### config.mk
export PLATFORM = sky130hd
export DESIGN_NAME = sync_crc_frame_deframer_top_flat
export DESIGN_NICKNAME = d
export VERILOG_FILES = /design/src/hw/rtl/scfd_pkg.sv /design/src/hw/rtl/scfd_if.sv /design/src/hw/rtl/sync_crc_frame_deframer_top.sv /design/src/flat_wrapper.sv
export SDC_FILE = /design/constraint.sdc
export NUM_CORES = 1
export LEC_CHECK = 0
export ABC_AREA = 0
export BUFFER_PORTS_ARGS = -buffer_cell sky130_fd_sc_hd__buf_2
export CAP_MARGIN = 5
export CORE_UTILIZATION = 35
export DETAILED_ROUTE_END_ITERATION = 10
export PLACE_DENSITY_LB_ADDON = 0.3
export SYNTH_ARGS = -nofsm -noshare
export SYNTH_HDL_FRONTEND = slang
export SYNTH_SLANG_ARGS = --single-unit
### constraint.sdc
create_clock -name clk -period 5.2 [get_ports clk]
set_clock_uncertainty 0.2 [all_clocks]
set_input_delay 0.26 -clock clk [delete_from_list [all_inputs] [get_ports clk]]
set_output_delay 0.26 -clock clk [all_outputs]
set_load 0.1 [all_outputs]
### src/hw/rtl/scfd_pkg.sv
// Shared constants, codes and CRC helper for the sync/CRC frame deframer.
package scfd_pkg;

  // Frame layout
  localparam int HEADER_BYTES = 28;
  localparam int POS_W = 17;
  localparam logic [POS_W-1:0] HDR_LEN = POS_W'(HEADER_BYTES);
  localparam logic [POS_W-1:0] ID_LO_OFF = 17'd4;
  localparam logic [POS_W-1:0] ID_HI_OFF = 17'd5;
  localparam logic [POS_W-1:0] LEN_LO_OFF = 17'd8;
  localparam logic [POS_W-1:0] LEN_HI_OFF = 17'd9;
  localparam logic [POS_W-1:0] SYNC_LEN = 17'd3;

  // Sync word
  localparam logic [7:0] SYNC_B0 = 8'hAA;
  localparam logic [7:0] SYNC_B1 = 8'h44;
  localparam logic [7:0] SYNC_B2 = 8'h12;

  // Parse phases
  localparam logic [1:0] PH_HUNT = 2'd0;
  localparam logic [1:0] PH_HEAD = 2'd1;
  localparam logic [1:0] PH_BODY = 2'd2;
  localparam logic [1:0] PH_CRC  = 2'd3;

  // Dispatch classes
  localparam logic [2:0] CLS_OBS   = 3'd0;
  localparam logic [2:0] CLS_GPSEPH = 3'd1;
  localparam logic [2:0] CLS_POS   = 3'd2;
  localparam logic [2:0] CLS_BDSEPH = 3'd3;
  localparam logic [2:0] CLS_OTHER = 3'd4;

  localparam logic [15:0] ID_OBS    = 16'd43;
  localparam logic [15:0] ID_GPSEPH = 16'd7;
  localparam logic [15:0] ID_POS    = 16'd42;
  localparam logic [15:0] ID_BDSEPH = 16'd1696;

  localparam logic [31:0] CRC_POLY = 32'hEDB88320;

  // Reflected CRC-32, one byte, unrolled over eight bit steps
  function automatic logic [31:0] crc_byte(input logic [31:0] c_in, input logic [7:0] b);
    logic [31:0] c;
    c = c_in ^ {24'd0, b};
    for (int k = 0; k < 8; k++) begin
      c = c[0] ? ((c >> 1) ^ CRC_POLY) : (c >> 1);
    end
    return c;
  endfunction

  // CRC state right after the three sync bytes
  localparam logic [31:0] CRC_AFTER_SYNC =
    crc_byte(crc_byte(crc_byte(32'd0, SYNC_B0), SYNC_B1), SYNC_B2);

  function automatic logic [2:0] class_of(input logic [15:0] id);
    logic [2:0] cls;
    if (id == ID_OBS) cls = CLS_OBS;
    else if (id == ID_GPSEPH) cls = CLS_GPSEPH;
    else if (id == ID_POS) cls = CLS_POS;
    else if (id == ID_BDSEPH) cls = CLS_BDSEPH;
    else cls = CLS_OTHER;
    return cls;
  endfunction

endpackage

### src/hw/rtl/scfd_if.sv
// Valid/ready channel interfaces for the deframer input and output items.
interface scfd_in_if;
  logic       valid;
  logic       ready;
  logic [7:0] rx_byte;

  modport source (output valid, output rx_byte, input ready);
  modport sink   (input valid, input rx_byte, output ready);
endinterface

interface scfd_out_if;
  logic        valid;
  logic        ready;
  logic [7:0]  out_byte;
  logic [16:0] frame_offset;
  logic        in_body;
  logic        frame_done;
  logic        crc_ok;
  logic [15:0] msg_id;
  logic [2:0]  message_class;
  logic [15:0] body_length;

  modport source (output valid, output out_byte, output frame_offset, output in_body,
                  output frame_done, output crc_ok, output msg_id,
                  output message_class, output body_length, input ready);
  modport sink   (input valid, input out_byte, input frame_offset, input in_body,
                  input frame_done, input crc_ok, input msg_id,
                  input message_class, input body_length, output ready);
endinterface

### src/hw/rtl/sync_crc_frame_deframer_top.sv
// Top level of the sync-word, length-framed deframer with CRC-32 check.
//
//  channel | dir | payload                                   | handshake
//  din     | in  | rx_byte                                   | valid/ready
//  dout    | out | out_byte, frame_offset, in_body,          | valid/ready
//          |     | frame_done, crc_ok, msg_id,               |
//          |     | message_class, body_length                |
//
// One byte per cycle unless the output stalls: each item is parsed between the
// parser state and the output register, the byte-wide CRC update being the
// longest path. Result appears in the cycle after the byte is taken; sync bytes
// give no result. rst (synchronous) returns the parser to sync hunting.
// A stalled output holds its item; din stays ready as long as the output
// register is empty or being drained in the same cycle.
module sync_crc_frame_deframer_top
  import scfd_pkg::*;
(
  input  logic clk,
  input  logic rst,
  scfd_in_if.sink    din,
  scfd_out_if.source dout
);

  // Parser state
  logic [15:0]      sync_hist, sync_hist_next;
  logic [1:0]       phase, phase_next;
  logic [POS_W-1:0] pos, pos_next;
  logic [15:0]      held_id, held_id_next;
  logic [15:0]      held_len, held_len_next;
  logic [31:0]      run_crc, run_crc_next;
  logic [31:0]      rcv_crc, rcv_crc_next;

  // Output register
  logic        out_valid;
  logic [7:0]  o_byte;
  logic [16:0] o_off;
  logic        o_body, o_done, o_ok;
  logic [15:0] o_id, o_len;
  logic [2:0]  o_cls;

  logic             take;
  logic             emit;
  logic [7:0]       b;
  logic             hit;
  logic [31:0]      crc_upd;
  logic [1:0]       crc_k;
  logic             is_body, is_done, is_ok;
  logic [15:0]      id_out, len_out;
  logic [POS_W:0]   body_end;

  assign din.ready = !out_valid || dout.ready;
  assign take = din.valid && din.ready;
  assign b = din.rx_byte;
  assign crc_upd = crc_byte(run_crc, b);
  assign hit = (sync_hist == {SYNC_B0, SYNC_B1}) && (b == SYNC_B2);
  assign crc_k = pos[1:0] - HDR_LEN[1:0] - held_len[1:0];
  assign body_end = {1'b0, HDR_LEN} + {{(POS_W-15){1'b0}}, held_len};

  // Per-byte parse
  always_comb begin
    sync_hist_next = sync_hist;
    phase_next = phase;
    pos_next = pos;
    held_id_next = held_id;
    held_len_next = held_len;
    run_crc_next = run_crc;
    rcv_crc_next = rcv_crc;
    emit = 1'b0;
    is_body = 1'b0;
    is_done = 1'b0;
    is_ok = 1'b0;
    case (phase)
      PH_HUNT: begin
        sync_hist_next = {sync_hist[7:0], b};
        if (hit) begin
          run_crc_next = CRC_AFTER_SYNC;
          rcv_crc_next = 32'd0;
          held_id_next = 16'd0;
          held_len_next = 16'd0;
          pos_next = SYNC_LEN;
          phase_next = PH_HEAD;
        end
      end
      PH_HEAD: begin
        emit = 1'b1;
        run_crc_next = crc_upd;
        if (pos == ID_LO_OFF) held_id_next[7:0] = b;
        if (pos == ID_HI_OFF) held_id_next[15:8] = b;
        if (pos == LEN_LO_OFF) held_len_next[7:0] = b;
        if (pos == LEN_HI_OFF) held_len_next[15:8] = b;
        if (pos >= HDR_LEN - 17'd1) begin
          phase_next = (held_len_next != 16'd0) ? PH_BODY : PH_CRC;
        end
      end
      PH_BODY: begin
        emit = 1'b1;
        is_body = 1'b1;
        run_crc_next = crc_upd;
        if (({1'b0, pos} + 18'd1) >= body_end) phase_next = PH_CRC;
      end
      default: begin
        emit = 1'b1;
        case (crc_k)
          2'd0: rcv_crc_next[7:0]   = rcv_crc[7:0]   | b;
          2'd1: rcv_crc_next[15:8]  = rcv_crc[15:8]  | b;
          2'd2: rcv_crc_next[23:16] = rcv_crc[23:16] | b;
          default: rcv_crc_next[31:24] = rcv_crc[31:24] | b;
        endcase
        if (crc_k == 2'd3) begin
          is_done = 1'b1;
          is_ok = (run_crc == rcv_crc_next);
          phase_next = PH_HUNT;
          sync_hist_next = 16'd0;
        end
      end
    endcase
    if (phase != PH_HUNT) pos_next = pos + 17'd1;
  end

  assign id_out = (pos >= ID_HI_OFF) ? held_id_next : 16'd0;
  assign len_out = (pos >= LEN_HI_OFF) ? held_len_next : 16'd0;

  // Parser state registers
  always_ff @(posedge clk) begin
    if (rst) begin
      sync_hist <= 16'd0;
      phase <= PH_HUNT;
      pos <= '0;
      held_id <= 16'd0;
      held_len <= 16'd0;
      run_crc <= 32'd0;
      rcv_crc <= 32'd0;
    end else if (take) begin
      sync_hist <= sync_hist_next;
      phase <= phase_next;
      pos <= pos_next;
      held_id <= held_id_next;
      held_len <= held_len_next;
      run_crc <= run_crc_next;
      rcv_crc <= rcv_crc_next;
    end
  end

  // Output valid
  always_ff @(posedge clk) begin
    if (rst) begin
      out_valid <= 1'b0;
    end else if (take && emit) begin
      out_valid <= 1'b1;
    end else if (dout.ready) begin
      out_valid <= 1'b0;
    end
  end

  // Output payload
  always_ff @(posedge clk) begin
    if (take && emit) begin
      o_byte <= b;
      o_off <= pos;
      o_body <= is_body;
      o_done <= is_done;
      o_ok <= is_ok;
      o_id <= id_out;
      o_cls <= class_of(id_out);
      o_len <= len_out;
    end
  end

  assign dout.valid = out_valid;
  assign dout.out_byte = o_byte;
  assign dout.frame_offset = o_off;
  assign dout.in_body = o_body;
  assign dout.frame_done = o_done;
  assign dout.crc_ok = o_ok;
  assign dout.msg_id = o_id;
  assign dout.message_class = o_cls;
  assign dout.body_length = o_len;

endmodule

### src/flat_wrapper.sv
// flat-port wrapper written by rule: the top's interface ports become plain ports
module sync_crc_frame_deframer_top_flat import scfd_pkg::*;
  (clk, rst, din_valid, din_rx_byte, din_ready, dout_valid, dout_out_byte, dout_frame_offset, dout_in_body, dout_frame_done, dout_crc_ok, dout_msg_id, dout_message_class, dout_body_length, dout_ready);
  scfd_in_if din_i ();
  scfd_out_if dout_i ();
  input  logic clk;
  input  logic rst;
  input wire logic [$bits(din_i.valid)-1:0] din_valid;
  input wire logic [$bits(din_i.rx_byte)-1:0] din_rx_byte;
  output wire logic [$bits(din_i.ready)-1:0] din_ready;
  output wire logic [$bits(dout_i.valid)-1:0] dout_valid;
  output wire logic [$bits(dout_i.out_byte)-1:0] dout_out_byte;
  output wire logic [$bits(dout_i.frame_offset)-1:0] dout_frame_offset;
  output wire logic [$bits(dout_i.in_body)-1:0] dout_in_body;
  output wire logic [$bits(dout_i.frame_done)-1:0] dout_frame_done;
  output wire logic [$bits(dout_i.crc_ok)-1:0] dout_crc_ok;
  output wire logic [$bits(dout_i.msg_id)-1:0] dout_msg_id;
  output wire logic [$bits(dout_i.message_class)-1:0] dout_message_class;
  output wire logic [$bits(dout_i.body_length)-1:0] dout_body_length;
  input wire logic [$bits(dout_i.ready)-1:0] dout_ready;
  assign din_i.valid = din_valid;
  assign din_i.rx_byte = din_rx_byte;
  assign din_ready = din_i.ready;
  assign dout_valid = dout_i.valid;
  assign dout_out_byte = dout_i.out_byte;
  assign dout_frame_offset = dout_i.frame_offset;
  assign dout_in_body = dout_i.in_body;
  assign dout_frame_done = dout_i.frame_done;
  assign dout_crc_ok = dout_i.crc_ok;
  assign dout_msg_id = dout_i.msg_id;
  assign dout_message_class = dout_i.message_class;
  assign dout_body_length = dout_i.body_length;
  assign dout_i.ready = dout_ready;
  sync_crc_frame_deframer_top u_core (.clk(clk), .rst(rst), .din(din_i), .dout(dout_i));
endmodule
==> impl_metrics.env, run 1 <==
export IMPL_status="completed"
export IMPL_worst_slack_ns=0.8802
export IMPL_post_place_cells=1432
export IMPL_die_area_um2=29170
export IMPL_post_cts_resized=0
export IMPL_grt_first_pass_wirelength_um=40660
export IMPL_min_to="u_core.held_id[11]$_SDFFE_PP0P_"
export IMPL_synthArstFlopShare_pct=0
export IMPL_synth_area_per_cell_um2=9.553
export IMPL_synth_cell_types=69
export IMPL_cts_root_buf="clkbuf_16"
export IMPL_drive_gt1_share_pct=13.89
export IMPL_cts_tree="built"
export IMPL_first_pass_iters=7
export IMPL_post_cts_setup_buffers=0
export IMPL_dp_hpwl_um=17140
export IMPL_hp_class="in2reg"
export IMPL_totalWireLength_um=25730
export IMPL_p_leak_uw=0.003921
export IMPL_hold_start="din_rx_byte[3]"
export IMPL_ioPinCount=77
export IMPL_critPathLaunch="u_core.pos[4]$_SDFFE_PP0P_"
export IMPL_crit_fanout=13
export IMPL_yosys_warnings=0
export IMPL_whs_path_depth=4
export IMPL_yosysSeqAreaShare_pct=45.46
export IMPL_die_height_um=170.8
export IMPL_dr_wl_met2_um=12120
export IMPL_fin_tns_setup_ns=0
export IMPL_r2r_start="u_core.pos[4]$_SDFFE_PP0P_"
export IMPL_start_util_pct=35.70
export IMPL_synth_area_top_cells="dfxtp_1, edfxtp_1, a22oi_1"
export IMPL_drt_iter0_drc=717
export IMPL_antenna_found_initial=0
export IMPL_slew_viol_final=0
export IMPL_num_fill_cells=2773
export IMPL_crit_arrival_ns=4.47
export IMPL_h_tree_depth=4
export IMPL_grt_use_total_pct=18.01
export IMPL_grt_pass1_vias=7308
export IMPL_power_density_nw_per_um2=274.9
export IMPL_synth_top_cell_by_area="dfxtp_1"
export IMPL_wl_met1_um=12050
export IMPL_maxSlewHeadroom_pct=22.20
export IMPL_nets=1113
export IMPL_remaining_drc_errors=0
export IMPL_ys_flop_type="dfxtp_1"
export IMPL_finalCritPeriodShare_pct=83.07
export IMPL_timing_rr_end="u_core.phase[0]$_SDFFE_PP0P_"
export IMPL_synth_fp_nets=1083
export IMPL_grt_max_degree=86
export IMPL_num_vias=7795
export IMPL_synth_top_area_share_pct=26.50
export IMPL_rows=61
export IMPL_max_cap_violations=0
export IMPL_cts_sinks=195
export IMPL_rsz0062_at_grt="false"
export IMPL_crit_path_end_kind="register"
export IMPL_multi_input_area_um2=5064
export IMPL_cp_required_ns=5.35
export IMPL_startpoint_type="register"
export IMPL_final_area_um2=11200
export IMPL_routed_via_density=5.321
export IMPL_r2r_slack_ns=0.88
export IMPL_top_layer_used="met4"
export IMPL_pre_cts_ws_ns=0.8728
export IMPL_wl_per_cell_um=17.57
export IMPL_clock_latency_ns=0.44
export IMPL_final_hold_violation_count=0
export IMPL_ant_nets=0
export IMPL_cts_hold_buffers_added=1
export IMPL_regArea_um2=4534
export IMPL_path_class="reg2reg"
export IMPL_clk_pin_slew_worst_paths_ns=0.07
export IMPL_final_setup_viol_count=0
export IMPL_worstMarginPinSlew_ns=1.156
export IMPL_routabilityCongestion=0.8306
export IMPL_placed_area_um2=10620
export IMPL_hold_ws_ns=0.1543
export IMPL_netlist_instances=1044
export IMPL_final_cells=1465
export IMPL_cts_buffers=17
export IMPL_chipWidth_um=170.8
export IMPL_synth_edff_count=63
export IMPL_max_clock_freq_ghz=0.2315
export IMPL_area_growth_pct=12.32
export IMPL_syn_cell_area_um2=9973
export IMPL_antenna_cells=0
export IMPL_wl_met3_um=1262
export IMPL_grt_overflow=0
export IMPL_ys_seq_elements=195
export IMPL_core_area_um2=27930
export IMPL_ir_drop_uv=220.1
export IMPL_fin_crit_ns=4.320
export IMPL_numPortBuffers=76
export IMPL_cts_buffer_depth=2
export IMPL_rr_worst_depth=14
## logic make-up (layout without fill, tap and decap cells)
group / count (synthesis) / after routing / share of synthesized area [%]
AND/OR/NAND/NOR: 331 / 331 / 16.65
AO/OA/AOI/OAI: 263 / 263 / 18.05
buffers and inverters: 94 / 137 / 3.814
adder cells (fa/ha/maj): 27 / 27 / 3.387
flip-flops: 195 / 195 / 45.46
XOR/XNOR: 131 / 131 / 12.33
multiplexers: 3 / 3 / 0.3011
## per-layer routing
| layer | up-vias | GRT usage (%) |
|---|---|---|
| li1 | 3828 | - |
| met1 | 3733 | 24.35 |
| met2 | 209 | 29.39 |
| met3 | 25 | 3.215 |
| met4 | 0 | 4.818 |
| met5 | - | 0 |
## worst max-delay path, cell delays in order (launching register included)
cell and delay [ns]:
dfxtp_1 0.74, nand2_1 0.15, nor2_1 0.20, and3_1 0.33, and2_1 0.24, nand2_1 0.10
xnor2_1 0.15, ha_1 0.31, nand4_1 0.13, o41ai_1 0.34, and2_1 0.15, a2111oi_0 0.07
a2111oi_2 0.57, or4b_1 0.48, o31ai_1 0.07
## synthesized netlist by cell type, drive strengths merged (11+ instances only)
library cell,count
a22oi,112
nand3,18
nand4,13
nor4,17
nor3,12
nand2,35
dfxtp,132
and3,13
and2,11
xor2,50
a21oi,55
o22ai,17
clkbuf,64
inv,15
o21ai,34
xnor2,81
ha,27
nor2,174
buf,15
edfxtp,63
## cell type report
cell class	count	share of cell area, %
flip-flops and latches	195	40.48
clock buffers	18	3.831
inverters	15	0.5026
clock inverters	14	1.273
repair buffers	90	4.490
well taps	378	4.222
multi-input cells	755	45.20
## placed cells by master, fill, tap and decap left out, drive strengths merged, types with 7 or more instances in the layout
cell type,netlist,layout
a211oi,9,9
xor2,50,50
o21ai,34,34
a21o,7,7
xnor2,81,81
o22ai,17,17
edfxtp,63,63
nor2b,8,8
and2,11,11
dfxtp,132,132
and3,13,13
a32oi,7,7
nand2,35,35
nand3,18,18
a22oi,112,112
nor3,12,12
ha,27,27
clkbuf,64,18
a21oi,55,55
nand4,13,13
nor4,17,17
nor2,174,174
nand2b,10,10
buf,15,89
inv,15,22
## worst max-delay path by stage
| stage | end | slack, ns |
|---|---|---|
| after global placement | u_core.phase[0]$_SDFFE_PP0P_ | 0.92 |
| after floorplan | u_core.pos[10]$_SDFFE_PP0P_ | 0.33 |
| after CTS | u_core.phase[0]$_SDFFE_PP0P_ | 0.85 |
| final | u_core.phase[0]$_SDFFE_PP0P_ | 0.88 |
| after detailed placement | u_core.phase[0]$_SDFFE_PP0P_ | 0.87 |
| after global routing | u_core.phase[0]$_SDFFE_PP0P_ | 0.45 |
## sequential cells by signal, indices dropped and copies added (netlist names), 2 cells and up
| register | count |
|---|---|
| u_core.held_id | 16 |
| u_core.dout.body_length | 16 |
| u_core.held_len | 16 |
| u_core.phase | 2 |
| u_core.run_crc | 32 |
| u_core.dout.frame_offset | 17 |
| u_core.pos | 17 |
| u_core.rcv_crc | 32 |
| u_core.dout.message_class | 3 |
| u_core.dout.msg_id | 16 |
| u_core.dout.out_byte | 8 |
| u_core.sync_hist | 16 |
## report_power, final
part | switching (µW) | leakage, µW | internal [µW] | total, µW
registers | 5.67 | 0.00165 | 1570 | 1570
logic | 128 | 0.00199 | 76.2 | 204
clock network | 623 | 0.000277 | 677 | 1300
## metrics by stage
step	util (%)	power, µW
floorplan	-	1763
global placement	38.02	1813
detailed placement	38.02	1813
CTS	40.10	3105
global route	40.10	3180
finish	40.10	3079
(Power assumes the default switching activity.)
==> inputs of run 2 (changes only) <==
==> constraint.sdc (replaced) <==
create_clock -name clk -period 4.52 [get_ports clk]
set_clock_uncertainty 0.2 [all_clocks]
set_input_delay 0.226 -clock clk [delete_from_list [all_inputs] [get_ports clk]]
set_output_delay 0.226 -clock clk [all_outputs]
set_load 0.1 [all_outputs]
==> run 2 against run 1 <==
Net effect:
- non-clock buffer count increased by 11
- combinational power rose by 17%
- largest power group unchanged
- clock power grew 27%
- worst setup slack got worse by 0.50 ns
- final cell count increased by 0.75%
- sequential share of layout area is 0.51 points lower
- power grew 20%
- via count is 0.55% higher
- critical path depth unchanged
- maximum frequency increased by 4.3%
- die area unchanged
- clock-buffer cell count shrank 1
==> impl_metrics.env, run 2 (same netlist as run 1, synthesis figures left out) <==
export IMPL_clock_latency_ns=0.44
export IMPL_h_tree_depth=4
export IMPL_startpoint_type="register"
export IMPL_grt_use_total_pct=18.33
export IMPL_worstMarginPinSlew_ns=1.132
export IMPL_clk_pin_slew_worst_paths_ns=0.07
export IMPL_max_clock_freq_ghz=0.2416
export IMPL_status="completed"
export IMPL_grt_overflow=0
export IMPL_dp_hpwl_um=17430
export IMPL_fin_tns_setup_ns=0
export IMPL_totalWireLength_um=26070
export IMPL_p_leak_uw=0.004011
export IMPL_max_cap_violations=0
export IMPL_start_util_pct=35.70
export IMPL_drive_gt1_share_pct=14.94
export IMPL_crit_fanout=12
export IMPL_mostFrequentLayoutCells="nor2_1, dfxtp_1, a22oi_1"
export IMPL_p_total_uw=3697
export IMPL_top_regs="u_core.rcv_crc (32), u_core.run_crc (32)"
export IMPL_routed_via_density=5.310
export IMPL_chipWidth_um=170.8
export IMPL_cts_buffers=17
export IMPL_ir_drop_uv=253.9
export IMPL_numPortBuffers=76
export IMPL_rows=61
export IMPL_wl_per_cell_um=17.66
export IMPL_die_area_um2=29170
export IMPL_final_hold_violation_count=0
export IMPL_cts_root_buf="clkbuf_16"
export IMPL_ant_nets=0
export IMPL_crit_arrival_ns=4.29
export IMPL_path_class="reg2reg"
export IMPL_grt_pass1_vias=7318
export IMPL_slew_viol_final=0
export IMPL_grt_first_pass_wirelength_um=41530
export IMPL_cp_required_ns=4.67
export IMPL_ioPinCount=77
export IMPL_crit_path_top_delay_cell="a2111oi_2"
export IMPL_path_delay_family="simple AND/OR/NAND/NOR gates"
export IMPL_power_density_nw_per_um2=325.9
export IMPL_crit_path_end_kind="register"
export IMPL_antenna_found_initial=0
export IMPL_post_cts_setup_buffers=0
export IMPL_cts_tree="built"
export IMPL_crit_path_frequent_cell="and2_1"
export IMPL_nets=1124
export IMPL_crit_path_max_incr_delay_ns=0.56
export IMPL_critPathBufInv=0
export IMPL_routabilityCongestion=0.8304
export IMPL_area_growth_pct=13.75
export IMPL_num_vias=7838
export IMPL_final_setup_viol_count=0
export IMPL_first_pass_iters=5
export IMPL_cts_buffer_depth=2
export IMPL_final_common_cell="nor2_1"
export IMPL_antenna_cells=0
export IMPL_remaining_drc_errors=0
export IMPL_finalCritPeriodShare_pct=91.59
export IMPL_rsz0062_at_grt="false"
export IMPL_maxSlewHeadroom_pct=24.04
export IMPL_fin_crit_ns=4.140
export IMPL_cts_sinks=195
export IMPL_path_cells="nand3_1 > nor2_1 > and3_1 > and2_1 > nand2_1 > xnor2_1 > ha_1 > nand4_1 > o41ai_1 > and2_1 > a2111oi_0 > a2111oi_2 > or4b_1 > o31ai_1"
export IMPL_hp_class="in2reg"
export IMPL_grt_max_degree=73
export IMPL_die_height_um=170.8
export IMPL_core_area_um2=27930
export IMPL_drt_iter0_drc=823
[run 2: layout make-up]
cell class              count  area [µm²]
fillers                  2767       16590
multi-input cells         755        5061
flip-flops and latches    195        4534
repair buffers            101       583.1
well taps                 378       473.0
clock buffers              17       425.4
clock inverters            15       211.5
inverters                  15       56.30
[run 2: stage by stage]
stage	hold WS [ns]	setup WS [ns]	instance area [µm²]	util, %	cells
floorplan	0.1249	0.4119	9981	-	1044
detailed placement	0.2725	0.2619	10690	38.27	1442
global placement	0.2622	0.3518	10690	38.27	1442
CTS	0.1147	0.2341	11340	40.59	1475
finish	0.1331	0.3802	11340	40.61	1476
global route	0.1236	0.09623	11340	40.61	1476
[run 2: final timing paths]
check	startpoint	depth (start not counted)	slack [ns]	to
setup / recovery	u_core.pos[2]$_SDFFE_PP0P_	14	0.38	u_core.phase[0]$_SDFFE_PP0P_
hold / removal	din_rx_byte[2]	4	0.13	u_core.held_id[10]$_SDFFE_PP0P_
setup reg to reg	u_core.pos[2]$_SDFFE_PP0P_	14	0.38	u_core.phase[0]$_SDFFE_PP0P_
hold reg to reg	u_core.held_id[13]$_SDFFE_PP0P_	2	0.29	u_core.held_id[13]$_SDFFE_PP0P_
[run 2: report_power, final]
part | total [µW] | leakage, µW | switching, µW | internal, µW
registers | 1810 | 0.00165 | 6.60 | 1800
clock network | 1650 | 0.000315 | 745 | 902
logic | 239 | 0.00204 | 150 | 89.5
[run 2: metal layers]
metal  wire (µm)  track usage (%)
met5           0                0
met4         505            6.306
met3        1012            2.429
met2       12120            28.86
met1       12430            25.67
[run 2: timing repair]
action                                  CTS  global route
resized for setup                         0             1
hold buffers                              1             0
endpoints found under the hold margin     1             0
endpoints found under the setup margin    0             1
[run 2: worst register-to-register path, stage by stage, from the launching register on]
cell       delay, ns
dfxtp_1         0.54
nand3_1         0.18
nor2_1          0.17
and3_1          0.33
and2_1          0.26
nand2_1         0.10
xnor2_1         0.15
ha_1            0.31
nand4_1         0.12
o41ai_1         0.35
and2_1          0.16
a2111oi_0       0.07
a2111oi_2       0.56
or4b_1          0.48
o31ai_1         0.07
